File: src/rtl/rbps_pkg.sv
// shared types, register codes and helpers for the rounded box pixel shader
`timescale 1ns / 1ps

package rbps_pkg;

    // limits of the box geometry
    localparam int MAX_RADIUS = 63;
    localparam int MAX_WIDTH  = 240;
    localparam int MAX_HEIGHT = 320;

    // widths of the configuration registers
    localparam int WIDTH_REG_W  = 8;
    localparam int HEIGHT_REG_W = 9;
    localparam int RADIUS_REG_W = 6;
    localparam int COLOR_REG_W  = 16;
    localparam int BORDER_REG_W = 6;
    localparam int CFG_DATA_W   = 16;
    localparam int CFG_INDEX_W  = 3;

    // depth of the queue between classifier and shader
    localparam int QUEUE_DEPTH = 4;

    // register indexes on the configuration port
    localparam logic [CFG_INDEX_W-1:0] REG_BOX_WIDTH     = 3'd0;
    localparam logic [CFG_INDEX_W-1:0] REG_BOX_HEIGHT    = 3'd1;
    localparam logic [CFG_INDEX_W-1:0] REG_CORNER_RADIUS = 3'd2;
    localparam logic [CFG_INDEX_W-1:0] REG_INNER_RGB     = 3'd3;
    localparam logic [CFG_INDEX_W-1:0] REG_EDGE_RGB      = 3'd4;
    localparam logic [CFG_INDEX_W-1:0] REG_EDGE_THICK    = 3'd5;

    // pixel classes
    localparam logic [1:0] CLASS_BLANK  = 2'd0;
    localparam logic [1:0] CLASS_BORDER = 2'd1;
    localparam logic [1:0] CLASS_FILL   = 2'd2;

    typedef struct packed {
        logic [7:0] column;
        logic [8:0] row;
    } t_pix_in;

    typedef struct packed {
        logic [15:0] pixel_value;
        logic [1:0]  pixel_class;
    } t_pix_out;

    // saturated configuration as seen by the datapath
    typedef struct packed {
        logic [WIDTH_REG_W-1:0]  box_width;
        logic [HEIGHT_REG_W-1:0] box_height;
        logic [RADIUS_REG_W-1:0] radius;
        logic [BORDER_REG_W-1:0] edge_thick;
        logic [COLOR_REG_W-1:0]  inner_rgb;
        logic [COLOR_REG_W-1:0]  edge_rgb;
    } t_cfg;

    // pixel plus box test result, carried from classifier to shader
    typedef struct packed {
        t_pix_in pix;
        logic    inbox;
    } t_tag;

    // bits needed for the effective radius
    function automatic int rad_bits(input int max_r);
        return (max_r >= 63) ? RADIUS_REG_W : $clog2(max_r + 1);
    endfunction

endpackage

File: src/rtl/rbps_front.sv
// classifier: box test, corner row offset and squared span radius
`timescale 1ns / 1ps

module rbps_front #(
    parameter int MAX_RADIUS = rbps_pkg::MAX_RADIUS
) (
    input  logic                    i_clk,
    input  logic                    i_rst_n,
    input  rbps_pkg::t_cfg          i_cfg,
    input  logic                    i_valid,
    input  rbps_pkg::t_pix_in       i_pix,
    output logic                    o_stall,
    input  logic                    i_full,
    output logic                    o_push,
    output rbps_pkg::t_tag          o_tag,
    output logic [2*rbps_pkg::rad_bits(MAX_RADIUS)-1:0] o_n
);

    localparam int RW = rbps_pkg::rad_bits(MAX_RADIUS);

    logic en;
    logic [RW-1:0] rad;
    logic [2*RW-1:0] rad_sq;
    logic inbox;
    logic [9:0] top_diff;
    logic [9:0] bot_sum;
    logic [9:0] bot_diff;
    logic [RW-1:0] off;
    logic [2*RW-1:0] off_sq;

    logic r_s1_valid;
    rbps_pkg::t_tag r_s1_tag;
    logic [RW-1:0] r_s1_off;
    logic r_s2_valid;
    rbps_pkg::t_tag r_s2_tag;
    logic [2*RW-1:0] r_s2_n;
    logic [2*RW-1:0] r_rsq;

    assign en = !(r_s2_valid && i_full);
    assign o_stall = !en;
    assign o_push = r_s2_valid && !i_full;
    assign o_tag = r_s2_tag;
    assign o_n = r_s2_n;

    // effective radius never exceeds the limit, so the low bits hold it
    assign rad = i_cfg.radius[RW-1:0];
    assign rad_sq = {{RW{1'b0}}, rad} * {{RW{1'b0}}, rad};

    always_comb begin
        inbox = (i_pix.column < i_cfg.box_width) && (i_pix.row < i_cfg.box_height);
        top_diff = 10'(rad) - 10'd1 - 10'(i_pix.row);
        bot_sum = 10'(i_pix.row) + 10'(rad);
        bot_diff = bot_sum - 10'(i_cfg.box_height);
        if (10'(i_pix.row) < 10'(rad)) begin
            off = top_diff[RW-1:0];
        end else if (bot_sum >= 10'(i_cfg.box_height)) begin
            off = bot_diff[RW-1:0];
        end else begin
            off = '0;
        end
    end

    assign off_sq = {{RW{1'b0}}, r_s1_off} * {{RW{1'b0}}, r_s1_off};

    always_ff @(posedge i_clk) begin
        if (!i_rst_n) begin
            r_s1_valid <= 1'b0;
            r_s2_valid <= 1'b0;
        end else if (en) begin
            r_s1_valid <= i_valid;
            r_s2_valid <= r_s1_valid;
        end
    end

    always_ff @(posedge i_clk) begin
        r_rsq <= rad_sq;
        if (en) begin
            r_s1_tag.pix <= i_pix;
            r_s1_tag.inbox <= inbox;
            r_s1_off <= off;
            r_s2_tag <= r_s1_tag;
            r_s2_n <= r_rsq - off_sq;
        end
    end

endmodule

File: src/rtl/rbps_queue.sv
// small register queue between classifier and shader
`timescale 1ns / 1ps

module rbps_queue #(
    parameter int WIDTH = 8,
    parameter int DEPTH = rbps_pkg::QUEUE_DEPTH
) (
    input  logic             i_clk,
    input  logic             i_rst_n,
    input  logic             i_push,
    input  logic [WIDTH-1:0] i_data,
    input  logic             i_pop,
    output logic [WIDTH-1:0] o_data,
    output logic             o_full,
    output logic             o_empty
);

    localparam int PTR_W = (DEPTH > 1) ? $clog2(DEPTH) : 1;
    localparam int CNT_W = $clog2(DEPTH + 1);

    logic [WIDTH-1:0] r_mem [DEPTH];
    logic [PTR_W-1:0] r_wr_ptr;
    logic [PTR_W-1:0] r_rd_ptr;
    logic [CNT_W-1:0] r_count;
    logic [PTR_W-1:0] n_wr_ptr;
    logic [PTR_W-1:0] n_rd_ptr;

    assign o_full = (r_count == CNT_W'(DEPTH));
    assign o_empty = (r_count == '0);
    assign o_data = r_mem[r_rd_ptr];

    assign n_wr_ptr = (r_wr_ptr == PTR_W'(DEPTH - 1)) ? '0 : r_wr_ptr + 1'b1;
    assign n_rd_ptr = (r_rd_ptr == PTR_W'(DEPTH - 1)) ? '0 : r_rd_ptr + 1'b1;

    always_ff @(posedge i_clk) begin
        if (!i_rst_n) begin
            r_wr_ptr <= '0;
            r_rd_ptr <= '0;
            r_count <= '0;
        end else begin
            if (i_push) begin
                r_wr_ptr <= n_wr_ptr;
            end
            if (i_pop) begin
                r_rd_ptr <= n_rd_ptr;
            end
            if (i_push && !i_pop) begin
                r_count <= r_count + 1'b1;
            end else if (i_pop && !i_push) begin
                r_count <= r_count - 1'b1;
            end
        end
    end

    always_ff @(posedge i_clk) begin
        if (i_push) begin
            r_mem[r_wr_ptr] <= i_data;
        end
    end

endmodule

File: src/rtl/rbps_back.sv
// shader: pipelined rounded square root, span limits and color select
`timescale 1ns / 1ps

module rbps_back #(
    parameter int MAX_RADIUS = rbps_pkg::MAX_RADIUS
) (
    input  logic                    i_clk,
    input  logic                    i_rst_n,
    input  rbps_pkg::t_cfg          i_cfg,
    input  logic                    i_empty,
    input  rbps_pkg::t_tag          i_tag,
    input  logic [2*rbps_pkg::rad_bits(MAX_RADIUS)-1:0] i_n,
    output logic                    o_pop,
    output logic                    o_valid,
    output rbps_pkg::t_pix_out      o_data,
    input  logic                    i_stall
);

    localparam int RW = rbps_pkg::rad_bits(MAX_RADIUS);
    // root of 4n carries one more bit, rounding comes from its lsb
    localparam int RB = RW + 1;

    logic en;

    logic            in_v   [RB];
    rbps_pkg::t_tag  in_tag [RB];
    logic [2*RB-1:0] in_m   [RB];
    logic [RB-1:0]   in_q   [RB];
    logic [RB:0]     in_rem [RB];
    logic [RB+2:0]   cur    [RB];
    logic [RB+2:0]   trial  [RB];
    logic [RB+2:0]   diff   [RB];
    logic            take   [RB];
    logic [RB-1:0]   n_q    [RB];
    logic [RB:0]     n_rem  [RB];

    logic            r_sv   [RB];
    rbps_pkg::t_tag  r_stag [RB];
    logic [2*RB-1:0] r_sm   [RB];
    logic [RB-1:0]   r_sq   [RB];
    logic [RB:0]     r_srem [RB];

    logic [RB:0] q_inc;
    logic [RB-1:0] d_full;
    logic [RW-1:0] rad;
    logic [RW-1:0] lx;

    logic r_p_valid;
    rbps_pkg::t_tag r_p_tag;
    logic [RW-1:0] r_p_lx;

    logic [10:0] col_e;
    logic [10:0] row_e;
    logic [10:0] lx_e;
    logic [10:0] bw_e;
    logic blank;
    logic border;
    rbps_pkg::t_pix_out pix_out;

    logic r_out_valid;
    rbps_pkg::t_pix_out r_out;

    assign en = !r_out_valid || !i_stall;
    assign o_pop = en && !i_empty;
    assign o_valid = r_out_valid;
    assign o_data = r_out;

    // one root bit per stage, restoring digit recurrence
    for (genvar k = 0; k < RB; k++) begin : g_sqrt
        localparam int P = RB - 1 - k;
        if (k == 0) begin : g_head
            assign in_v[k] = o_pop;
            assign in_tag[k] = i_tag;
            assign in_m[k] = {i_n, 2'b00};
            assign in_q[k] = '0;
            assign in_rem[k] = '0;
        end else begin : g_link
            assign in_v[k] = r_sv[k-1];
            assign in_tag[k] = r_stag[k-1];
            assign in_m[k] = r_sm[k-1];
            assign in_q[k] = r_sq[k-1];
            assign in_rem[k] = r_srem[k-1];
        end
        assign cur[k] = {in_rem[k], in_m[k][2*P+1 -: 2]};
        assign trial[k] = {1'b0, in_q[k], 2'b01};
        assign diff[k] = cur[k] - trial[k];
        assign take[k] = (cur[k] >= trial[k]);
        assign n_rem[k] = take[k] ? diff[k][RB:0] : cur[k][RB:0];
        assign n_q[k] = {in_q[k][RB-2:0], take[k]};
    end

    always_ff @(posedge i_clk) begin
        if (!i_rst_n) begin
            for (int k = 0; k < RB; k++) begin
                r_sv[k] <= 1'b0;
            end
        end else if (en) begin
            for (int k = 0; k < RB; k++) begin
                r_sv[k] <= in_v[k];
            end
        end
    end

    always_ff @(posedge i_clk) begin
        if (en) begin
            for (int k = 0; k < RB; k++) begin
                r_stag[k] <= in_tag[k];
                r_sm[k] <= in_m[k];
                r_sq[k] <= n_q[k];
                r_srem[k] <= n_rem[k];
            end
        end
    end

    // d = round(sqrt(n)) = (floor(sqrt(4n)) + 1) / 2, left span edge r - d
    assign rad = i_cfg.radius[RW-1:0];
    assign q_inc = {1'b0, r_sq[RB-1]} + 1'b1;
    assign d_full = q_inc[RB:1];
    assign lx = rad - d_full[RW-1:0];

    // span and border tests with right edge folded into sums
    always_comb begin
        col_e = 11'(r_p_tag.pix.column);
        row_e = 11'(r_p_tag.pix.row);
        lx_e = 11'(r_p_lx);
        bw_e = 11'(i_cfg.edge_thick);
        blank = !r_p_tag.inbox || (col_e < lx_e) ||
                (col_e + lx_e >= 11'(i_cfg.box_width));
        border = (i_cfg.edge_thick != '0) &&
                 ((row_e < bw_e) ||
                  (row_e + bw_e >= 11'(i_cfg.box_height)) ||
                  (col_e < lx_e + bw_e) ||
                  (col_e + lx_e + bw_e >= 11'(i_cfg.box_width)));
        if (blank) begin
            pix_out.pixel_value = '0;
            pix_out.pixel_class = rbps_pkg::CLASS_BLANK;
        end else if (border) begin
            pix_out.pixel_value = {i_cfg.edge_rgb[7:0], i_cfg.edge_rgb[15:8]};
            pix_out.pixel_class = rbps_pkg::CLASS_BORDER;
        end else begin
            pix_out.pixel_value = {i_cfg.inner_rgb[7:0], i_cfg.inner_rgb[15:8]};
            pix_out.pixel_class = rbps_pkg::CLASS_FILL;
        end
    end

    always_ff @(posedge i_clk) begin
        if (!i_rst_n) begin
            r_p_valid <= 1'b0;
            r_out_valid <= 1'b0;
        end else if (en) begin
            r_p_valid <= r_sv[RB-1];
            r_out_valid <= r_p_valid;
        end
    end

    always_ff @(posedge i_clk) begin
        if (en) begin
            r_p_tag <= r_stag[RB-1];
            r_p_lx <= lx;
            r_out <= pix_out;
        end
    end

endmodule

File: src/rtl/rounded_box_pixel_shader.sv
// top level of the rounded box pixel shader
`timescale 1ns / 1ps

// channel   direction  signals                              item
// input     in         i_in_valid, i_in_data, o_in_stall    column, row
// output    out        o_out_valid, o_out_data, i_out_stall pixel_value, pixel_class
// config    in         i_cfg_we, i_cfg_index, i_cfg_data    one register write
//
// one item per clock sustained while i_out_stall stays low; an accepted item passes through the
// classifier stages, the queue, the rad_bits + 1 stages of the one-bit-per-stage square root,
// the span register and the output register before o_out_valid rises
// synchronous active-low reset clears all valid state and loads register defaults
// an output stall freezes only the shader; the classifier keeps taking items
// until the four-entry queue and its own last stage are full, then raises o_in_stall

module rounded_box_pixel_shader #(
    parameter int MAX_RADIUS = rbps_pkg::MAX_RADIUS,
    parameter int MAX_WIDTH  = rbps_pkg::MAX_WIDTH,
    parameter int MAX_HEIGHT = rbps_pkg::MAX_HEIGHT
) (
    input  logic                                i_clk,
    input  logic                                i_rst_n,
    input  logic                                i_in_valid,
    input  rbps_pkg::t_pix_in                   i_in_data,
    output logic                                o_in_stall,
    output logic                                o_out_valid,
    output rbps_pkg::t_pix_out                  o_out_data,
    input  logic                                i_out_stall,
    input  logic                                i_cfg_we,
    input  logic [rbps_pkg::CFG_INDEX_W-1:0]    i_cfg_index,
    input  logic [rbps_pkg::CFG_DATA_W-1:0]     i_cfg_data
);

    localparam int RW = rbps_pkg::rad_bits(MAX_RADIUS);
    localparam int QW = $bits(rbps_pkg::t_tag) + 2 * RW;
    // saturation limits, clipped to what the register widths can hold
    localparam int SAT_W = (MAX_WIDTH > 255) ? 255 : MAX_WIDTH;
    localparam int SAT_H = (MAX_HEIGHT > 511) ? 511 : MAX_HEIGHT;
    localparam int SAT_R = (MAX_RADIUS > 63) ? 63 : MAX_RADIUS;

    // configuration registers
    logic [7:0]  r_box_width;
    logic [8:0]  r_box_height;
    logic [5:0]  r_corner_radius;
    logic [15:0] r_inner_rgb;
    logic [15:0] r_edge_rgb;
    logic [5:0]  r_edge_thick;

    rbps_pkg::t_cfg cfg;

    logic q_full;
    logic q_empty;
    logic q_push;
    logic q_pop;
    rbps_pkg::t_tag f_tag;
    logic [2*RW-1:0] f_n;
    logic [QW-1:0] q_out;
    rbps_pkg::t_tag b_tag;
    logic [2*RW-1:0] b_n;

    always_ff @(posedge i_clk) begin
        if (!i_rst_n) begin
            r_box_width <= 8'd228;
            r_box_height <= 9'd31;
            r_corner_radius <= 6'd6;
            r_inner_rgb <= '0;
            r_edge_rgb <= '0;
            r_edge_thick <= '0;
        end else if (i_cfg_we) begin
            unique case (i_cfg_index)
                rbps_pkg::REG_BOX_WIDTH:     r_box_width <= i_cfg_data[7:0];
                rbps_pkg::REG_BOX_HEIGHT:    r_box_height <= i_cfg_data[8:0];
                rbps_pkg::REG_CORNER_RADIUS: r_corner_radius <= i_cfg_data[5:0];
                rbps_pkg::REG_INNER_RGB:     r_inner_rgb <= i_cfg_data;
                rbps_pkg::REG_EDGE_RGB:      r_edge_rgb <= i_cfg_data;
                rbps_pkg::REG_EDGE_THICK:    r_edge_thick <= i_cfg_data[5:0];
                default: begin
                end
            endcase
        end
    end

    // clamp geometry to the configured limits before use
    always_comb begin
        cfg.box_width = (r_box_width > 8'(SAT_W)) ? 8'(SAT_W) : r_box_width;
        cfg.box_height = (r_box_height > 9'(SAT_H)) ? 9'(SAT_H) : r_box_height;
        cfg.radius = (r_corner_radius > 6'(SAT_R)) ? 6'(SAT_R) : r_corner_radius;
        cfg.edge_thick = r_edge_thick;
        cfg.inner_rgb = r_inner_rgb;
        cfg.edge_rgb = r_edge_rgb;
    end

    // classifier: box test, corner offset, r*r - offset*offset
    rbps_front #(
        .MAX_RADIUS(MAX_RADIUS)
    ) u_front (
        .i_clk(i_clk),
        .i_rst_n(i_rst_n),
        .i_cfg(cfg),
        .i_valid(i_in_valid),
        .i_pix(i_in_data),
        .o_stall(o_in_stall),
        .i_full(q_full),
        .o_push(q_push),
        .o_tag(f_tag),
        .o_n(f_n)
    );

    // decouples the two halves so an output stall does not reach the input at once
    rbps_queue #(
        .WIDTH(QW),
        .DEPTH(rbps_pkg::QUEUE_DEPTH)
    ) u_queue (
        .i_clk(i_clk),
        .i_rst_n(i_rst_n),
        .i_push(q_push),
        .i_data({f_tag, f_n}),
        .i_pop(q_pop),
        .o_data(q_out),
        .o_full(q_full),
        .o_empty(q_empty)
    );

    assign b_tag = q_out[QW-1:2*RW];
    assign b_n = q_out[2*RW-1:0];

    // shader: span half-width by square root, then class and color
    rbps_back #(
        .MAX_RADIUS(MAX_RADIUS)
    ) u_back (
        .i_clk(i_clk),
        .i_rst_n(i_rst_n),
        .i_cfg(cfg),
        .i_empty(q_empty),
        .i_tag(b_tag),
        .i_n(b_n),
        .o_pop(q_pop),
        .o_valid(o_out_valid),
        .o_data(o_out_data),
        .i_stall(i_out_stall)
    );

endmodule

File: config.mk
export PLATFORM = sky130hd
export DESIGN_NAME = rounded_box_pixel_shader
export DESIGN_NICKNAME = d
export VERILOG_FILES = /design/src/rtl/rbps_pkg.sv /design/src/rtl/rbps_front.sv /design/src/rtl/rbps_queue.sv /design/src/rtl/rbps_back.sv /design/src/rtl/rounded_box_pixel_shader.sv
export SDC_FILE = /design/constraint.sdc
export NUM_CORES = 1
export LEC_CHECK = 0
export BUFFER_PORTS_ARGS = -buffer_cell sky130_fd_sc_hd__buf_2
export CELL_PAD_IN_SITES_DETAIL_PLACEMENT = 1
export CELL_PAD_IN_SITES_GLOBAL_PLACEMENT = 1
export CORE_UTILIZATION = 47
export DETAILED_ROUTE_END_ITERATION = 12
export HOLD_SLACK_MARGIN = 0.06
export MAX_ROUTING_LAYER = met4
export PLACE_DENSITY = 0.76
export SYNTH_ARGS = -nofsm -noshare
export SYNTH_HDL_FRONTEND = slang
export SYNTH_SLANG_ARGS = --single-unit
export TNS_END_PERCENT = 20
File: constraint.sdc
create_clock -name i_clk -period 10 [get_ports i_clk]
set_input_delay 0.5 -clock i_clk [delete_from_list [all_inputs] [get_ports i_clk]]
set_output_delay 0.5 -clock i_clk [all_outputs]
set_load 0.02 [all_outputs]
**Word-level counts from Yosys, hierarchy flattened**

Memory sizes are Yosys's and may differ from the RTL's. A register that Yosys moved wholly into a read port is not among the register bits.
Cells that the tools add are included.

- Register bits after elaboration: 161
- Memory bits (writable): 456
- Input bits: 41
- Output and inout bits: 20
- Word-level logic and storage cells: 153
- Memories kept: 6

- Add/sub/neg operators: 22
- $mul: 2
- Magnitude comparators: 20
- Eq/ne operators: 8
- Multiplexer cells: 33
- Bitwise operators: 7
- Reductions and logical operators: 31

Memories:

| name | words | bits a word | rd ports | clocked after memory_dff | write ports | RTL line | text |
|---|---|---|---|---|---|---|---|
| u_back.r_stag | 7 | 18 | 7 | 1 | 7 | rbps_back.sv:38 | `rbps_pkg::t_tag r_stag [RB];` |
| u_queue.r_mem | 4 | 30 | 1 | 1 | 1 | rbps_queue.sv:21 | `logic [WIDTH-1:0] r_mem [DEPTH];` |
| u_back.r_sm | 7 | 14 | 6 | 0 | 7 | rbps_back.sv:39 | `logic [2*RB-1:0] r_sm [RB];` |
| u_back.r_srem | 7 | 8 | 6 | 0 | 7 | rbps_back.sv:41 | `logic [RB:0] r_srem [RB];` |
| u_back.r_sq | 7 | 7 | 7 | 0 | 7 | rbps_back.sv:40 | `logic [RB-1:0] r_sq [RB];` |
| u_back.r_sv | 7 | 1 | 7 | 1 | 7 | rbps_back.sv:37 | `logic r_sv [RB];` |

Operators by type and width:

| operator | count |
|---|---|
| >= comparator 10 x 9 -> 1 bit | 8 |
| 2-to-1 mux 8 bit | 8 |
| subtractor 8 bit | 6 |
| multiplier 6 x 6 -> 12 bit | 2 |
| >= comparator 11 x 8 -> 1 bit | 2 |
| adder 9 x 6 -> 10 bit | 2 |
| < comparator 9 x 6 -> 1 bit | 2 |
| 2-to-1 mux 18 bit | 1 |
| 2-to-1 mux 6 bit | 3 |
| subtractor 6 bit | 3 |
| 2-to-1 mux 1 bit | 14 |
| AND reduction 2 bit | 6 |
| subtractor 12 bit | 1 |
| adder 11 x 6 -> 11 bit | 1 |
| < comparator 8 x 11 -> 1 bit | 1 |
| adder 8 x 6 -> 9 bit | 1 |
| == test 3 bit, second input constant | 3 |
| greater-than comparator 9 bit, second input constant | 1 |
| < comparator 9 bit | 1 |
| 2-to-1 mux 9 bit | 1 |
| greater-than comparator 8 bit, second input constant | 1 |
| zero test 1 bit | 8 |
| < comparator 8 x 6 -> 1 bit | 1 |
| < comparator 8 bit | 1 |
| 20 further kinds | 45 |

**Depth between registers and ports, before layout**

Gate-level depths: netlist of run 1.

- Depth in word-level cells: 8
- Gate-level depth with buffers: 22

**Cells and area by module**

Synthesis of run 1 repeated with hierarchy kept, for this count alone.

- Cells, all modules: 1890
- Area, all modules: 25607.1 µm²

By module, submodules not included:

| module | instances | cells an instance | area each (µm²) |
|---|---|---|---|
| rbps_back | 1 | 946 | 13166.4 |
| rbps_front | 1 | 489 | 5157.4 |
| rbps_queue | 1 | 200 | 4785.8 |
| rounded_box_pixel_shader | 1 | 255 | 2497.4 |

**Worst setup path after synthesis of run 1**

No wires, ideal clock.

- Path type: input to register
- Start point: input port i_out_stall
- End point: register u_queue.r_count[2]
- Arrival: 9.225 ns
- Required time: 9.924 ns
- Slack: 0.699 ns
- Cell stages on the path: 10
- Path buffers: 1
- Cell sequence: and2_1 > clkbuf_1 > clkinv_1 > o31ai_1 > ha_1 > inv_1 > fa_1 > xor2_1 > or3_1 > a21boi_0

- Word-level cells in the longest chain between the ends: 6

RTL lines:

| what | RTL line | text |
|---|---|---|
| start, declared | rounded_box_pixel_shader.sv:28 | `input logic i_out_stall,` |
| zero test 1 bit (*) | rbps_back.sv:63 | `assign en = !r_out_valid \|\| !i_stall;` |
| logical OR 1 bit (*) | rbps_back.sv:63 |  |
| net u_back.en | rbps_back.sv:23 | `logic en;` |
| logical AND 1 bit (*) | rbps_back.sv:64 | `assign o_pop = en && !i_empty;` |
| zero test 1 bit | rbps_queue.sv:47 | `if (i_push && !i_pop) begin` |
| logical AND 1 bit | rbps_queue.sv:47 |  |
| 2-to-1 mux 3 bit or nonzero test 2 bit (tied branches) | - |  |
| end signal, assigned | rbps_queue.sv:48 | `r_count <= r_count + 1'b1;` |
| end signal, assigned | rbps_queue.sv:50 | `r_count <= r_count - 1'b1;` |
| end, declared | rbps_queue.sv:24 | `logic [CNT_W-1:0] r_count;` |

Mark *: on every way through the listed nets, which the timed path passes. The rest lies on a longest branch.
A chain may end at the register's enable or synchronous reset.

**Final worst setup path of run 1**

- Start point: register u_front.r_s1_off[1]
- End point: register u_front.r_s2_n[11], in the netlist u_front.o_n[11] (data pin)

- Word-level cells in the longest chain between the ends: 2

RTL lines:

| what | RTL line | text |
|---|---|---|
| start, declared | rbps_front.sv:33 | `logic [RW-1:0] r_s1_off;` |
| start signal, assigned | rbps_front.sv:80 | `r_s1_off <= off;` |
| multiplier 6 x 6 -> 12 bit | rbps_front.sv:63 | `assign off_sq = {{RW{1'b0}}, r_s1_off} * {{RW{1'b0}}, r_s1_off};` |
| subtractor 12 bit | rbps_front.sv:82 | `r_s2_n <= r_rsq - off_sq;` |
| end signal, assigned | rbps_front.sv:82 |  |
| end, declared | rbps_front.sv:36 | `logic [2*RW-1:0] r_s2_n;` |

Every way passes these cells.

==> metrics.txt, run 1 <==
# TYPE chip_impl_metric gauge
chip_impl_info{name="run_status",value="finished clean"} 1
chip_impl_metric{name="postCtsSetupRepairBufs",unit=""} 0
chip_impl_metric{name="synth_simple_gate_area_share",unit="%"} 8.846
chip_impl_metric{name="count_of_non_filler_cells_in_the_finished_layout",unit=""} 2659
chip_impl_metric{name="hold_violations",unit=""} 0
chip_impl_metric{name="powerDensity",unit="mW/mm²"} 298.8
chip_impl_metric{name="count_of_flip_flops_with_a_built_in_enable_after_synthesis",unit=""} 445
chip_impl_info{name="worst_setup_path_end_kind",value="flop"} 1
chip_impl_metric{name="synth.net_count",unit=""} 2105
chip_impl_metric{name="slew-limit-headroom",unit="%"} 19.73
chip_impl_metric{name="worst-r2r-setup-slack",unit="ns"} 5.30
chip_impl_metric{name="yosysSeqAreaShare",unit="%"} 60.91
chip_impl_info{name="synth_top_family_by_area",value="adder cells"} 1
chip_impl_metric{name="layout.nets",unit=""} 2188
chip_impl_metric{name="placed_cells",unit=""} 2556
chip_impl_metric{name="average_instance_area_after_synthesis",unit="µm²"} 13.46
chip_impl_info{name="commonest_cells_after_routing_fill_and_taps_aside",value="sky130_fd_sc_hd__edfxtp_1 (445), sky130_fd_sc_hd__ha_1 (183), sky130_fd_sc_hd__nand2_1 (182), sky130_fd_sc_hd__inv_1 (148), sky130_fd_sc_hd__dfxtp_1 (89)"} 1
chip_impl_info{name="tritoncts",value="done"} 1
chip_impl_metric{name="core_area",unit="mm²"} 0.05182
chip_impl_metric{name="vias",unit=""} 14390
chip_impl_metric{name="grtUsageTotal",unit="%"} 21.67
chip_impl_metric{name="initial_cell_density_of_the_core",unit="%"} 48.04
chip_impl_metric{name="num_antenna_cells",unit=""} 0
chip_impl_metric{name="route.final.wire_length",unit="µm"} 54730
chip_impl_metric{name="detailedPlace.worstSlack",unit="ns"} 5.317
chip_impl_info{name="final_common_cell",value="sky130_fd_sc_hd__edfxtp_1"} 1
chip_impl_metric{name="post_dr_wirelength_cell",unit="µm"} 20.58
chip_impl_metric{name="die-area",unit="mm²"} 0.05389
chip_impl_metric{name="finalSetupViolCount",unit=""} 0
chip_impl_metric{name="synth_compound_area_share",unit="%"} 8.464
chip_impl_metric{name="finalCritPeriodShare",unit="%"} 46.98
chip_impl_metric{name="die_y",unit="µm"} 232.2
chip_impl_metric{name="p_leak",unit="µW"} 0.01097
chip_impl_metric{name="chip_width",unit="µm"} 232.2
chip_impl_metric{name="firstDrtPassIters",unit=""} 5
chip_impl_metric{name="async_set_or_reset_flop_fraction_in_the_synthesized_netlist",unit="%"} 0
chip_impl_info{name="hold_end",value="u_front.r_s1_tag[15]"} 1
chip_impl_metric{name="fin_skew",unit="ns"} 0.01838
chip_impl_metric{name="num_io_pins",unit=""} 61
chip_impl_metric{name="clkSlewWorstSetupHoldPaths",unit="ns"} 0.07
chip_impl_metric{name="postCtsHoldBufs",unit=""} 0
chip_impl_metric{name="maxcap_viol_count",unit=""} 0
chip_impl_metric{name="cts_buffer_depth",unit=""} 3
chip_impl_metric{name="hold_depth",unit=""} 1
chip_impl_metric{name="detail_route.vias_per_cell",unit=""} 5.413
chip_impl_metric{name="synth_seq_cells",unit=""} 535
chip_impl_metric{name="critical_path_required",unit="ns"} 10.33
chip_impl_metric{name="placement.cell_area",unit="mm²"} 0.02595
chip_impl_metric{name="aggregate_global_routing_overflow",unit=""} 0
chip_impl_metric{name="synthToLayoutAreaGrowth",unit="%"} 11.51
chip_impl_metric{name="synth.area.mux_share",unit="%"} 3.850
chip_impl_metric{name="critical_path_arrival",unit="ns"} 5.03
chip_impl_metric{name="cts_made_buffers",unit=""} 55
chip_impl_metric{name="placement_rows",unit=""} 83
chip_impl_metric{name="ys_warn_count",unit=""} 0
chip_impl_metric{name="reg2reg_depth",unit=""} 17
chip_impl_metric{name="design_area",unit="mm²"} 0.02776
chip_impl_info{name="reg_to_reg_start",value="u_front.r_s1_off[1]"} 1
chip_impl_metric{name="clock_latency_late_sink",unit="ns"} 0.60
chip_impl_metric{name="final.setup.worst_slack",unit="ns"} 5.302
chip_impl_metric{name="post_route_cells_drive_above_1_share",unit="%"} 12.03
chip_impl_metric{name="synth-xor-area-share",unit="%"} 3.131
chip_impl_metric{name="post-dp-hpwl",unit="µm"} 37580
chip_impl_info{name="synthFlopType",value="sky130_fd_sc_hd__edfxtp_1"} 1
chip_impl_metric{name="post_layout_minimum_cycle_time",unit="ns"} 4.698
chip_impl_info{name="cp-start-kind",value="flop"} 1
chip_impl_metric{name="irDropWorstVdd",unit="mV"} 0.1702
chip_impl_metric{name="cts_sink_cnt",unit=""} 535
chip_impl_metric{name="transition_time_at_the_pin_with_the_least_slew_margin",unit="ns"} 1.195
chip_impl_metric{name="max_freq",unit="GHz"} 0.2129
chip_impl_info{name="holdCritPathClass",value="in2reg"} 1
chip_impl_metric{name="ant_nets",unit=""} 0
chip_impl_info{name="critical_path.reg2reg.endpoint",value="u_front.o_n[11]"} 1
chip_impl_metric{name="port_buffers",unit=""} 60
chip_impl_metric{name="grt_pass1_vias",unit=""} 15660
chip_impl_metric{name="synthesis.instances",unit=""} 1850
chip_impl_metric{name="tns",unit="ns"} 0
chip_impl_metric{name="synth.lib_cells_used.distinct",unit=""} 75
chip_impl_metric{name="grt_start_max_net_pins",unit=""} 113
chip_impl_info{name="worst_setup_path_category",value="reg2reg"} 1
chip_impl_metric{name="crit_path_max_fanout",unit=""} 11
chip_impl_metric{name="cts.repair.resized",unit=""} 0
chip_impl_metric{name="grt_antenna_before_repair",unit=""} 1
chip_impl_metric{name="netlist_area",unit="mm²"} 0.02490
chip_impl_info{name="cts.root.buffer_cell",value="sky130_fd_sc_hd__clkbuf_16"} 1
chip_impl_metric{name="yosys.area_share.adder",unit="%"} 11.69
chip_impl_metric{name="place.gp.congestion",unit=""} 0.8308
chip_impl_info{name="rsz0062_at_grt",value="no"} 1
chip_impl_metric{name="initialDrtViolationCount",unit=""} 792
chip_impl_metric{name="drc_viols",unit=""} 0
chip_impl_metric{name="htree_levels",unit=""} 2
chip_impl_metric{name="final_slew_violations",unit=""} 0
chip_impl_info{name="min_delay_src",value="i_in_data[14]"} 1
chip_impl_metric{name="grt_first_pass_wirelength",unit="µm"} 86970
[stage by stage]
step	hold slack (ns)	power (µW)	utilization [%]
6_report	0.09782	8295	53.57
5_1_grt	0.07429	8819	53.57
4_1_cts	0.06208	8388	53.57
3_3_place_gp	0.4007	6046	50.07
3_5_place_dp	0.4051	6275	50.07
2_1_floorplan	0.4003	5524	-
[metal layers]
| metal | part of all wire (%) | vias to the layer above | track usage [%] |
|---|---|---|---|
| met5 | 0 | - | - |
| met4 | 2.1 | 0 | 5.798 |
| met3 | 4.1 | 76 | 3.401 |
| met2 | 51 | 269 | 37.39 |
| met1 | 42 | 7218 | 26.34 |
| li1 | - | 6831 | - |
[state kept, by name (all words and copies together) (netlist names), 16 cells and up, named ones only]
signal	count
u_front.o_tag	18
r_inner_rgb	16
u_back.r_srem	43
u_front.r_s1_tag	18
u_back.r_sm	30
r_edge_rgb	16
u_back.r_sq	28
u_back.o_data	18
u_back.r_stag	126
u_queue.r_mem	120
[cells in the mapped netlist, types with 10 or more instances]
master,count,area [µm²]
sky130_fd_sc_hd__inv_1,148,555.5
sky130_fd_sc_hd__xor2_1,28,245.2
sky130_fd_sc_hd__mux4_2,30,675.7
sky130_fd_sc_hd__mux2i_1,17,170.2
sky130_fd_sc_hd__nor2b_1,40,250.2
sky130_fd_sc_hd__nand2_1,182,683.2
sky130_fd_sc_hd__nor3_1,25,125.1
sky130_fd_sc_hd__nand2b_1,17,106.4
sky130_fd_sc_hd__o211ai_1,19,142.6
sky130_fd_sc_hd__a21boi_0,50,375.4
sky130_fd_sc_hd__a21oi_1,66,330.3
sky130_fd_sc_hd__o21a_1,23,172.7
sky130_fd_sc_hd__dfxtp_1,90,1802
sky130_fd_sc_hd__nand3_1,19,95.09
sky130_fd_sc_hd__a211oi_1,10,75.07
sky130_fd_sc_hd__clkbuf_1,31,116.4
sky130_fd_sc_hd__edfxtp_1,445,13360
sky130_fd_sc_hd__o211ai_2,10,125.1
sky130_fd_sc_hd__nor2_1,87,326.6
sky130_fd_sc_hd__a21o_1,19,142.6
sky130_fd_sc_hd__fa_1,31,620.6
sky130_fd_sc_hd__o21ai_2,11,96.34
sky130_fd_sc_hd__xnor2_1,61,534.3
sky130_fd_sc_hd__o21ai_0,46,230.2
sky130_fd_sc_hd__ha_1,183,2290
sky130_fd_sc_hd__mux2_2,10,112.6
sky130_fd_sc_hd__and2_1,24,150.1
[cell families (layout without fill, tap and decap cells)]
| logic type | Yosys count | in the layout |
|---|---|---|
| AOI/OAI and AO/OA | 303 | 303 |
| other | 1 | 1 |
| xor gates and xnor gates | 89 | 89 |
| DFF | 535 | 535 |
| muxes | 57 | 57 |
| and+or+nand+nor | 456 | 456 |
| buffers and inverters | 195 | 324 |
| adders and majority gates | 214 | 214 |
[critical path: stages, from the launching register on]
cell                       delay (ns)
sky130_fd_sc_hd__edfxtp_1        0.53
sky130_fd_sc_hd__nand2_1         0.18
sky130_fd_sc_hd__inv_1           0.09
sky130_fd_sc_hd__fa_1            0.54
sky130_fd_sc_hd__inv_1           0.06
sky130_fd_sc_hd__fa_1            0.48
sky130_fd_sc_hd__inv_1           0.06
sky130_fd_sc_hd__fa_1            0.47
sky130_fd_sc_hd__ha_1            0.28
sky130_fd_sc_hd__inv_1           0.04
sky130_fd_sc_hd__ha_1            0.35
sky130_fd_sc_hd__nand2_1         0.09
sky130_fd_sc_hd__a211oi_1        0.26
sky130_fd_sc_hd__a221oi_1        0.18
sky130_fd_sc_hd__a221oi_1        0.47
sky130_fd_sc_hd__a21o_1          0.18
sky130_fd_sc_hd__a21oi_1         0.07
sky130_fd_sc_hd__xnor2_1         0.12
[power breakdown]
| part | total (µW) | internal [µW] | switching (µW) |
|---|---|---|---|
| sequential | 3590 | 3270 | 326 |
| clock | 2050 | 1210 | 839 |
| combinational | 2660 | 1180 | 1480 |
| total | 8300 | 5650 | 2640 |
[how the worst max path moves through the flow]
stage / startpoint / to / slack, ns / cells after the start
after global routing: u_front.r_s1_off[1] / u_front.o_n[10] / 4.93 / 17
after detailed placement: u_front.r_s1_off[1] / u_front.o_n[11] / 5.32 / 17
after CTS: u_front.r_s1_off[0] / u_front.o_n[11] / 5.30 / 17
final: u_front.r_s1_off[1] / u_front.o_n[11] / 5.30 / 17
after floorplan: i_out_stall / u_queue.r_count[2] / 0.70 / 10
after global placement: u_front.r_s1_off[1] / u_front.o_n[10] / 5.45 / 17
[area by class of cell]
type	count	area, µm²
Clock buffer	76	1548
Clock inverter	27	267.8
Fill cell	5118	24060
Inverter	149	566.8
Multi-Input combinational cell	1120	8972
Sequential cell	535	15170
Tap cell	680	850.8
Timing Repair Buffer	72	390.4
(Power assumes the default switching activity.)
==> run 2, diff against run 1 <==
==> constraint.sdc (replaced) <==
create_clock -name i_clk -period 3.8 [get_ports i_clk]
set_input_delay 0.19 -clock i_clk [delete_from_list [all_inputs] [get_ports i_clk]]
set_output_delay 0.19 -clock i_clk [all_outputs]
set_load 0.02 [all_outputs]
==> run 2 against run 1 <==
Compared with the run above: the flow now finishes with violations (negative setup slack); largest cell class unchanged; register-to-register slack got worse by 5.8 ns; core utilization rose by 2.9 points; power rose to 2.9 times the previous value; sequential power rose to 2.6 times the previous value; largest power group unchanged; sequential cell count did not move; final area rose by 5.4%; highest routed layer unchanged; combinational power rose to 3.4 times the previous value; clock skew fell by 0.0063 ns; sequential share of layout area fell by 2.8 points.
==> metrics.txt, run 2 (same netlist as run 1, synthesis figures left out) <==
# TYPE chip_impl_metric gauge
chip_impl_metric{name="finalCritPeriodShare",unit="%"} 114.4
chip_impl_metric{name="die_y",unit="µm"} 232.2
chip_impl_metric{name="n_fill_cell",unit=""} 5094
chip_impl_info{name="reg_to_reg_start",value="u_back.r_p_lx[0]"} 1
chip_impl_metric{name="route.final.wire_length",unit="µm"} 59410
chip_impl_metric{name="slew-limit-headroom",unit="%"} 18.00
chip_impl_metric{name="post-dp-hpwl",unit="µm"} 40970
chip_impl_metric{name="drc_viols",unit=""} 0
chip_impl_metric{name="initial_cell_density_of_the_core",unit="%"} 48.04
chip_impl_metric{name="cts_buffer_depth",unit=""} 3
chip_impl_metric{name="place.gp.congestion",unit=""} 0.8519
chip_impl_metric{name="clkSlewWorstSetupHoldPaths",unit="ns"} 0.06
chip_impl_metric{name="post_route_cells_drive_above_1_share",unit="%"} 17.80
chip_impl_metric{name="ant_nets",unit=""} 0
chip_impl_metric{name="core_area",unit="mm²"} 0.05182
chip_impl_metric{name="grtUsageTotal",unit="%"} 22.88
chip_impl_info{name="cts.root.buffer_cell",value="sky130_fd_sc_hd__clkbuf_16"} 1
chip_impl_info{name="critical_path.slowest_cell",value="sky130_fd_sc_hd__fa_2"} 1
chip_impl_metric{name="grt_start_max_net_pins",unit=""} 212
chip_impl_metric{name="firstDrtPassIters",unit=""} 5
chip_impl_metric{name="detail_route.vias_per_cell",unit=""} 5.487
chip_impl_metric{name="regArea",unit="mm²"} 0.01517
chip_impl_metric{name="grt_antenna_before_repair",unit=""} 2
chip_impl_metric{name="holdWs",unit="ns"} 0.1406
chip_impl_metric{name="synthToLayoutAreaGrowth",unit="%"} 17.55
chip_impl_metric{name="final_slew_violations",unit=""} 0
chip_impl_metric{name="initialDrtViolationCount",unit=""} 929
chip_impl_metric{name="fin_skew",unit="ns"} 0.01212
chip_impl_metric{name="max_freq",unit="GHz"} 0.2300
chip_impl_metric{name="powerDensity",unit="mW/mm²"} 821.7
chip_impl_metric{name="number_of_flip_flops_under_the_largest_register_name",unit=""} 126
chip_impl_info{name="path_cells",value="ha_2, inv_2, fa_2, inv_2, ha_4, a21o_1, a21oi_2, nor2b_1, o21a_1, o21ai_1, a21oi_1, xor2_1, ha_1, a211oi_2, o21ai_1, nor3_1, and4bb_4, a21o_4, nand2_8, clkbuf_16, o21ai_2"} 1
chip_impl_info{name="min_delay_src",value="i_cfg_index[1]"} 1
chip_impl_metric{name="layout.nets",unit=""} 2333
chip_impl_metric{name="p_leak",unit="µW"} 0.01175
chip_impl_info{name="top_register",value="u_back.r_stag"} 1
chip_impl_info{name="critical-path-top-delay-family",value="compound AO/OA/AOI/OAI gates"} 1
chip_impl_metric{name="grt_pass1_vias",unit=""} 16640
chip_impl_metric{name="placement_rows",unit=""} 83
chip_impl_metric{name="final.setup.worst_slack",unit="ns"} -0.5478
chip_impl_metric{name="transition_time_at_the_pin_with_the_least_slew_margin",unit="ns"} 1.221
chip_impl_metric{name="postLayoutCoreUtil",unit="%"} 56.47
chip_impl_info{name="violated_checks",value="negative setup slack"} 1
chip_impl_info{name="worst_setup_path_end_kind",value="flop"} 1
chip_impl_info{name="worstSetupStartpoint",value="u_back.r_p_lx[0]"} 1
chip_impl_info{name="commonest_cells_after_routing_fill_and_taps_aside",value="sky130_fd_sc_hd__edfxtp_1 (445), sky130_fd_sc_hd__nand2_1 (180), sky130_fd_sc_hd__ha_1 (177), sky130_fd_sc_hd__inv_1 (144), sky130_fd_sc_hd__buf_4 (115)"} 1
chip_impl_metric{name="vias",unit=""} 15380
chip_impl_metric{name="max_stage_delay",unit="ns"} 0.59
chip_impl_metric{name="worst-path-buf-inv",unit=""} 3
chip_impl_info{name="cp-start-kind",value="flop"} 1
chip_impl_metric{name="chip_width",unit="µm"} 232.2
chip_impl_info{name="rsz0062_at_grt",value="yes"} 1
chip_impl_metric{name="cts_sink_cnt",unit=""} 535
chip_impl_metric{name="crit_path_max_fanout",unit=""} 5
chip_impl_info{name="run_status",value="complete, but fails checks"} 1
chip_impl_metric{name="post_layout_minimum_cycle_time",unit="ns"} 4.348
chip_impl_metric{name="multi_input_comb_area",unit="mm²"} 0.009185
chip_impl_metric{name="maxcap_viol_count",unit=""} 0
chip_impl_info{name="final_common_cell",value="sky130_fd_sc_hd__edfxtp_1"} 1
chip_impl_metric{name="irDropWorstVdd",unit="mV"} 0.4921
chip_impl_metric{name="post_dr_wirelength_cell",unit="µm"} 21.20
chip_impl_info{name="tritoncts",value="done"} 1
chip_impl_info{name="biggestRegsByFlops",value="u_back.r_stag x126, u_queue.r_mem x120, u_back.r_srem x43"} 1
chip_impl_metric{name="critical_path_arrival",unit="ns"} 4.80
chip_impl_metric{name="clock_latency_late_sink",unit="ns"} 0.59
chip_impl_metric{name="num_antenna_cells",unit=""} 0
chip_impl_metric{name="critical_path_required",unit="ns"} 4.25
chip_impl_metric{name="die-area",unit="mm²"} 0.05389
chip_impl_info{name="holdCritPathClass",value="in2reg"} 1
chip_impl_metric{name="aggregate_global_routing_overflow",unit=""} 0
chip_impl_metric{name="hold_violations",unit=""} 0
chip_impl_metric{name="num_io_pins",unit=""} 61
chip_impl_metric{name="cts_made_buffers",unit=""} 56
chip_impl_metric{name="grt_first_pass_wirelength",unit="µm"} 91270
chip_impl_info{name="worst_setup_path_category",value="reg2reg"} 1
chip_impl_metric{name="finalSetupViolCount",unit=""} 28
chip_impl_metric{name="htree_levels",unit=""} 2
chip_impl_metric{name="port_buffers",unit=""} 60
## run 2: cell types whose count changed in the layout (fill, tap and decap cells not counted), sizes merged
cell	change
nand2	+1
buf	+107
clkbuf	-12
a21oi	+1
dlygate4sd3	+34
clkinvlp	-4
clkinv	+14
bufinv	+5
inv	-2
## run 2: area by class of cell
class | instances | share of cell area [%]
Clock buffer | 63 | 4.951
Clock inverter | 40 | 1.505
Inverter | 149 | 1.954
Multi-Input combinational cell | 1122 | 31.39
Sequential cell | 535 | 51.83
Tap cell | 680 | 2.907
Timing Repair Buffer | 214 | 5.469
## run 2: repair_timing
action,in CTS,in global routing
gates resized for setup,22,17
setup buffers,3,7
hold buffers,34,0
endpoints found under the hold margin,77,0
endpoints found under the setup margin,26,33
pin swaps,32,19
cloned,1,2
## run 2: metal layers
layer  part of all wire [%]  vias to the layer above  global-route usage [%]
met5                      0                        -                       -
met4                    2.3                        0                   6.558
li1                       -                     7139                       -
met2                     52                      346                   40.08
met3                    4.9                       93                   3.942
met1                     41                     7803                   26.89
## run 2: final timing paths
path | end | slack (ns) | cells after the start
setup / recovery | u_back.o_data[5] | -0.55 | 21
hold reg to reg | u_back.r_stag[3][5] | 0.41 | 0
setup reg to reg | u_back.o_data[5] | -0.55 | 21
hold / removal | r_box_height[4] | 0.14 | 4
## run 2: tightest hold or removal path, stage by stage
cell	delay, ns
sky130_fd_sc_hd__buf_2	0.14
sky130_fd_sc_hd__nor3b_1	0.17
sky130_fd_sc_hd__nand2_1	0.11
sky130_fd_sc_hd__nand3_1	0.06
## run 2: power by group
part           internal [µW]  switching (µW)
combinational           4290            4620
clock                   3400            2240
sequential              8590             899
## run 2: stage by stage
step	instances	power (µW)	cell area, µm²	setup TNS [ns]	setup slack (ns)
4_1_cts	2794	23880	29100	-10.71	-0.5271
3_3_place_gp	2653	16890	26730	-8.982	-0.4534
5_1_grt	2803	25420	29260	-15.66	-0.6534
2_1_floorplan	1850	14600	24920	-6.359	-0.3934
6_report	2803	24050	29260	-11.13	-0.5478
3_5_place_dp	2653	17680	26730	-13.11	-0.6287
==> run 3, diff against run 2 <==
--- a/config.mk
+++ b/config.mk
@@ -8,12 +8,13 @@
 export BUFFER_PORTS_ARGS = -buffer_cell sky130_fd_sc_hd__buf_2
 export CELL_PAD_IN_SITES_DETAIL_PLACEMENT = 1
 export CELL_PAD_IN_SITES_GLOBAL_PLACEMENT = 1
-export CORE_UTILIZATION = 47
+export CORE_UTILIZATION = 48
 export DETAILED_ROUTE_END_ITERATION = 12
 export HOLD_SLACK_MARGIN = 0.06
 export MAX_ROUTING_LAYER = met4
-export PLACE_DENSITY = 0.76
+export PLACE_DENSITY = 0.78
 export SYNTH_ARGS = -nofsm -noshare
 export SYNTH_HDL_FRONTEND = slang
+export SYNTH_HIERARCHICAL = 1
 export SYNTH_SLANG_ARGS = --single-unit
 export TNS_END_PERCENT = 20
==> run 3 against run 2 <==
Compared with the run above: the flow still finishes with violations (negative setup slack); clock skew rose by 0.022 ns; register-to-register slack got worse by 0.14 ns; via count rose by 3.0%; die area rose by 0.71%; hold slack improved by 0.014 ns; critical path type unchanged.
==> metrics.txt, run 3 <==
# TYPE chip_impl_metric gauge
chip_impl_metric{name="chip_width",unit="µm"} 233.0
chip_impl_metric{name="aggregate_global_routing_overflow",unit=""} 0
chip_impl_metric{name="number_of_flip_flops_under_the_largest_register_name",unit=""} 126
chip_impl_metric{name="irDropWorstVdd",unit="mV"} 0.5010
chip_impl_info{name="critical-path-top-delay-family",value="compound AO/OA/AOI/OAI gates"} 1
chip_impl_metric{name="post_layout_minimum_cycle_time",unit="ns"} 4.489
chip_impl_metric{name="cts_sink_cnt",unit=""} 535
chip_impl_metric{name="core_area",unit="mm²"} 0.05266
chip_impl_metric{name="maxcap_viol_count",unit=""} 0
chip_impl_metric{name="slew-limit-headroom",unit="%"} 30.31
chip_impl_metric{name="average_instance_area_after_synthesis",unit="µm²"} 13.55
chip_impl_metric{name="yosys.area_share.adder",unit="%"} 11.52
chip_impl_info{name="top_register",value="u_back/r_stag"} 1
chip_impl_metric{name="netlist_area",unit="mm²"} 0.02561
chip_impl_metric{name="max_freq",unit="GHz"} 0.2228
chip_impl_metric{name="p_leak",unit="µW"} 0.01249
chip_impl_metric{name="vias",unit=""} 15840
chip_impl_metric{name="ant_nets",unit=""} 0
chip_impl_metric{name="postLayoutCoreUtil",unit="%"} 57.05
chip_impl_info{name="yosysTopAreaCell",value="sky130_fd_sc_hd__edfxtp_1"} 1
chip_impl_metric{name="finalSetupViolCount",unit=""} 24
chip_impl_metric{name="async_set_or_reset_flop_fraction_in_the_synthesized_netlist",unit="%"} 0
chip_impl_metric{name="crit_path_max_fanout",unit=""} 8
chip_impl_info{name="yosysMostFrequentCell",value="sky130_fd_sc_hd__edfxtp_1"} 1
chip_impl_metric{name="final_slew_violations",unit=""} 0
chip_impl_info{name="synthFlopType",value="sky130_fd_sc_hd__edfxtp_1"} 1
chip_impl_metric{name="finalCritPeriodShare",unit="%"} 118.1
chip_impl_metric{name="critical_path_required",unit="ns"} 4.15
chip_impl_metric{name="place.gp.congestion",unit=""} 0.8795
chip_impl_metric{name="transition_time_at_the_pin_with_the_least_slew_margin",unit="ns"} 1.045
chip_impl_metric{name="synth.net_count",unit=""} 2147
chip_impl_info{name="synth_top_family_by_area",value="adder cells"} 1
chip_impl_info{name="rsz0062_at_grt",value="yes"} 1
chip_impl_metric{name="max_stage_delay",unit="ns"} 0.37
chip_impl_metric{name="synth.lib_cells_used.distinct",unit=""} 83
chip_impl_metric{name="placed_cells",unit=""} 2700
chip_impl_metric{name="synthesis.instances",unit=""} 1890
chip_impl_metric{name="grt_pass1_vias",unit=""} 17340
chip_impl_metric{name="clkSlewWorstSetupHoldPaths",unit="ns"} 0.07
chip_impl_metric{name="drc_viols",unit=""} 0
chip_impl_metric{name="post_route_cells_drive_above_1_share",unit="%"} 18.89
chip_impl_metric{name="die_y",unit="µm"} 233.0
chip_impl_info{name="commonest_cells_after_routing_fill_and_taps_aside",value="sky130_fd_sc_hd__edfxtp_1 (445), sky130_fd_sc_hd__inv_1 (178), sky130_fd_sc_hd__ha_1 (176), sky130_fd_sc_hd__nand2_1 (126), sky130_fd_sc_hd__buf_4 (123)"} 1
chip_impl_metric{name="final.setup.worst_slack",unit="ns"} -0.6887
chip_impl_metric{name="clock_latency_late_sink",unit="ns"} 0.62
chip_impl_metric{name="powerDensity",unit="mW/mm²"} 808.4
chip_impl_info{name="worst_setup_path_category",value="reg2reg"} 1
chip_impl_metric{name="synth.top_cell.area_share",unit="%"} 52.18
chip_impl_metric{name="cts_made_buffers",unit=""} 53
chip_impl_metric{name="post_dr_wirelength_cell",unit="µm"} 21.85
chip_impl_metric{name="layout.nets",unit=""} 2379
chip_impl_metric{name="synthToLayoutAreaGrowth",unit="%"} 17.30
chip_impl_metric{name="holdWs",unit="ns"} 0.1545
chip_impl_metric{name="worst-path-buf-inv",unit=""} 3
chip_impl_metric{name="ys_warn_count",unit=""} 6
chip_impl_metric{name="initial_cell_density_of_the_core",unit="%"} 48.63
chip_impl_info{name="holdCritPathClass",value="in2reg"} 1
chip_impl_metric{name="yosysSeqAreaShare",unit="%"} 59.22
chip_impl_metric{name="synth_seq_cells",unit=""} 535
chip_impl_metric{name="port_buffers",unit=""} 60
chip_impl_metric{name="htree_levels",unit=""} 2
chip_impl_metric{name="grtUsageTotal",unit="%"} 24.15
chip_impl_metric{name="die-area",unit="mm²"} 0.05428
chip_impl_info{name="cts.root.buffer_cell",value="sky130_fd_sc_hd__clkbuf_16"} 1
chip_impl_metric{name="cts_buffer_depth",unit=""} 3
chip_impl_metric{name="num_io_pins",unit=""} 61
chip_impl_metric{name="placement_rows",unit=""} 84
chip_impl_metric{name="initialDrtViolationCount",unit=""} 948
chip_impl_metric{name="count_of_non_filler_cells_in_the_finished_layout",unit=""} 2853
chip_impl_metric{name="post-dp-hpwl",unit="µm"} 42310
chip_impl_metric{name="synth-xor-area-share",unit="%"} 2.976
chip_impl_metric{name="detailedPlace.worstSlack",unit="ns"} -1.068
chip_impl_metric{name="hold_violations",unit=""} 0
chip_impl_info{name="tritoncts",value="done"} 1
chip_impl_metric{name="synth_simple_gate_area_share",unit="%"} 9.782
chip_impl_metric{name="synth.area.mux_share",unit="%"} 5.727
chip_impl_metric{name="route.final.wire_length",unit="µm"} 62340
chip_impl_metric{name="count_of_flip_flops_with_a_built_in_enable_after_synthesis",unit=""} 445
chip_impl_metric{name="design_area",unit="mm²"} 0.03004
chip_impl_metric{name="grt_antenna_before_repair",unit=""} 4
chip_impl_info{name="worst_setup_path_end_kind",value="flop"} 1
chip_impl_metric{name="num_antenna_cells",unit=""} 0
chip_impl_metric{name="grt_first_pass_wirelength",unit="µm"} 96570
chip_impl_info{name="cp-start-kind",value="flop"} 1
chip_impl_metric{name="critical_path_arrival",unit="ns"} 4.84
chip_impl_metric{name="detail_route.vias_per_cell",unit=""} 5.551
chip_impl_info{name="synth.cells.most_frequent",value="sky130_fd_sc_hd__edfxtp_1 (445), sky130_fd_sc_hd__inv_1 (184), sky130_fd_sc_hd__ha_1 (183), sky130_fd_sc_hd__nand2_1 (128), sky130_fd_sc_hd__dfxtp_1 (90)"} 1
chip_impl_info{name="biggestRegsByFlops",value="u_back/r_stag x126, u_queue/r_mem x120, u_back/r_srem x43"} 1
chip_impl_info{name="synth.area.top_cells",value="sky130_fd_sc_hd__edfxtp_1 (52%), sky130_fd_sc_hd__ha_1 (8.9%), sky130_fd_sc_hd__dfxtp_1 (7.0%)"} 1
chip_impl_info{name="path_cells",value="ha_2, inv_2, fa_2, or2_4, a21oi_2, nor2_1, xnor2_1, ha_1, o21a_1, o21ai_2, a21oi_2, xor2_1, ha_1, a211o_1, a211o_1, a2111oi_4, and4_4, buf_12, buf_16, nand2b_4, nand3_2"} 1
chip_impl_info{name="critical_path.slowest_cell",value="sky130_fd_sc_hd__edfxtp_1"} 1
chip_impl_info{name="final_common_cell",value="sky130_fd_sc_hd__edfxtp_1"} 1
chip_impl_metric{name="fin_skew",unit="ns"} 0.03388
chip_impl_metric{name="placement.cell_area",unit="mm²"} 0.02739
chip_impl_metric{name="firstDrtPassIters",unit=""} 5
chip_impl_metric{name="grt_start_max_net_pins",unit=""} 148
chip_impl_metric{name="synth_compound_area_share",unit="%"} 6.709
chip_impl_info{name="violated_checks",value="negative setup slack"} 1
chip_impl_info{name="run_status",value="complete, but fails checks"} 1
run 3: kinds of logic after synthesis:
family | after synthesis
buffers and inverters | 244
AO/OA/AOI/OAI | 254
flip-flops | 535
other | 1
AND/OR/NAND/NOR | 445
XOR/XNOR | 87
adder cells (fa/ha/maj) | 216
multiplexers | 108
run 3: per-layer routing:
layer	wire length, µm	global-route usage [%]
met4	1797	7.986
met1	25240	28.51
met2	32640	42.25
met3	2665	3.431
met5	0	-
run 3: worst register-to-register path: stages (launching register included):
cell and delay (ns):
sky130_fd_sc_hd__edfxtp_1 0.37, sky130_fd_sc_hd__ha_2 0.20, sky130_fd_sc_hd__inv_2 0.04, sky130_fd_sc_hd__fa_2 0.36, sky130_fd_sc_hd__or2_4 0.24, sky130_fd_sc_hd__a21oi_2 0.11
sky130_fd_sc_hd__nor2_1 0.06, sky130_fd_sc_hd__xnor2_1 0.19, sky130_fd_sc_hd__ha_1 0.29, sky130_fd_sc_hd__o21a_1 0.15, sky130_fd_sc_hd__o21ai_2 0.16, sky130_fd_sc_hd__a21oi_2 0.08
sky130_fd_sc_hd__xor2_1 0.15, sky130_fd_sc_hd__ha_1 0.31, sky130_fd_sc_hd__a211o_1 0.27, sky130_fd_sc_hd__a211o_1 0.27, sky130_fd_sc_hd__a2111oi_4 0.21, sky130_fd_sc_hd__and4_4 0.34
sky130_fd_sc_hd__buf_12 0.13, sky130_fd_sc_hd__buf_16 0.12, sky130_fd_sc_hd__nand2b_4 0.12, sky130_fd_sc_hd__nand3_2 0.06
run 3: layout make-up:
cell class	instances	area, µm²
Clock buffer	70	1483
Clock inverter	28	351.6
Fill cell	5100	22620
Inverter	185	706.9
Multi-Input combinational cell	1111	9617
Sequential cell	535	15170
Tap cell	688	860.8
Timing Repair Buffer	236	1853
run 3: path summary, 6_finish.rpt:
check / end / slack [ns] / startpoint / cells after the start
max: u_back/o_data[15] / -0.69 / u_back/col_e[0] / 21
min: r_box_width[3] / 0.15 / i_cfg_we / 3
max reg2reg: u_back/o_data[15] / -0.69 / u_back/col_e[0] / 21
min reg2reg: u_back/r_stag[3][7] / 0.40 / u_back/r_stag[2][7] / 0
run 3: repair_timing:
item,in CTS,in global routing
gates cloned,3,0
resized for setup,31,26
buffers inserted,7,4
endpoints found under the hold margin,62,0
hold buffers,42,0
pin swaps,32,10
endpoints found under the setup margin,26,29
run 3: power breakdown:
| group | switching [µW] | total, µW | internal [µW] |
|---|---|---|---|
| registers | 841 | 9420 | 8580 |
| logic | 4720 | 9380 | 4660 |
| clock network | 2250 | 5480 | 3230 |
run 3: stage by stage:
step	setup TNS (ns)	power (µW)
2_1_floorplan	-10.94	14900
3_5_place_dp	-19.48	17870
3_3_place_gp	-13.80	17100
4_1_cts	-12.73	24200
5_1_grt	-17.42	25700
6_report	-12.40	24280
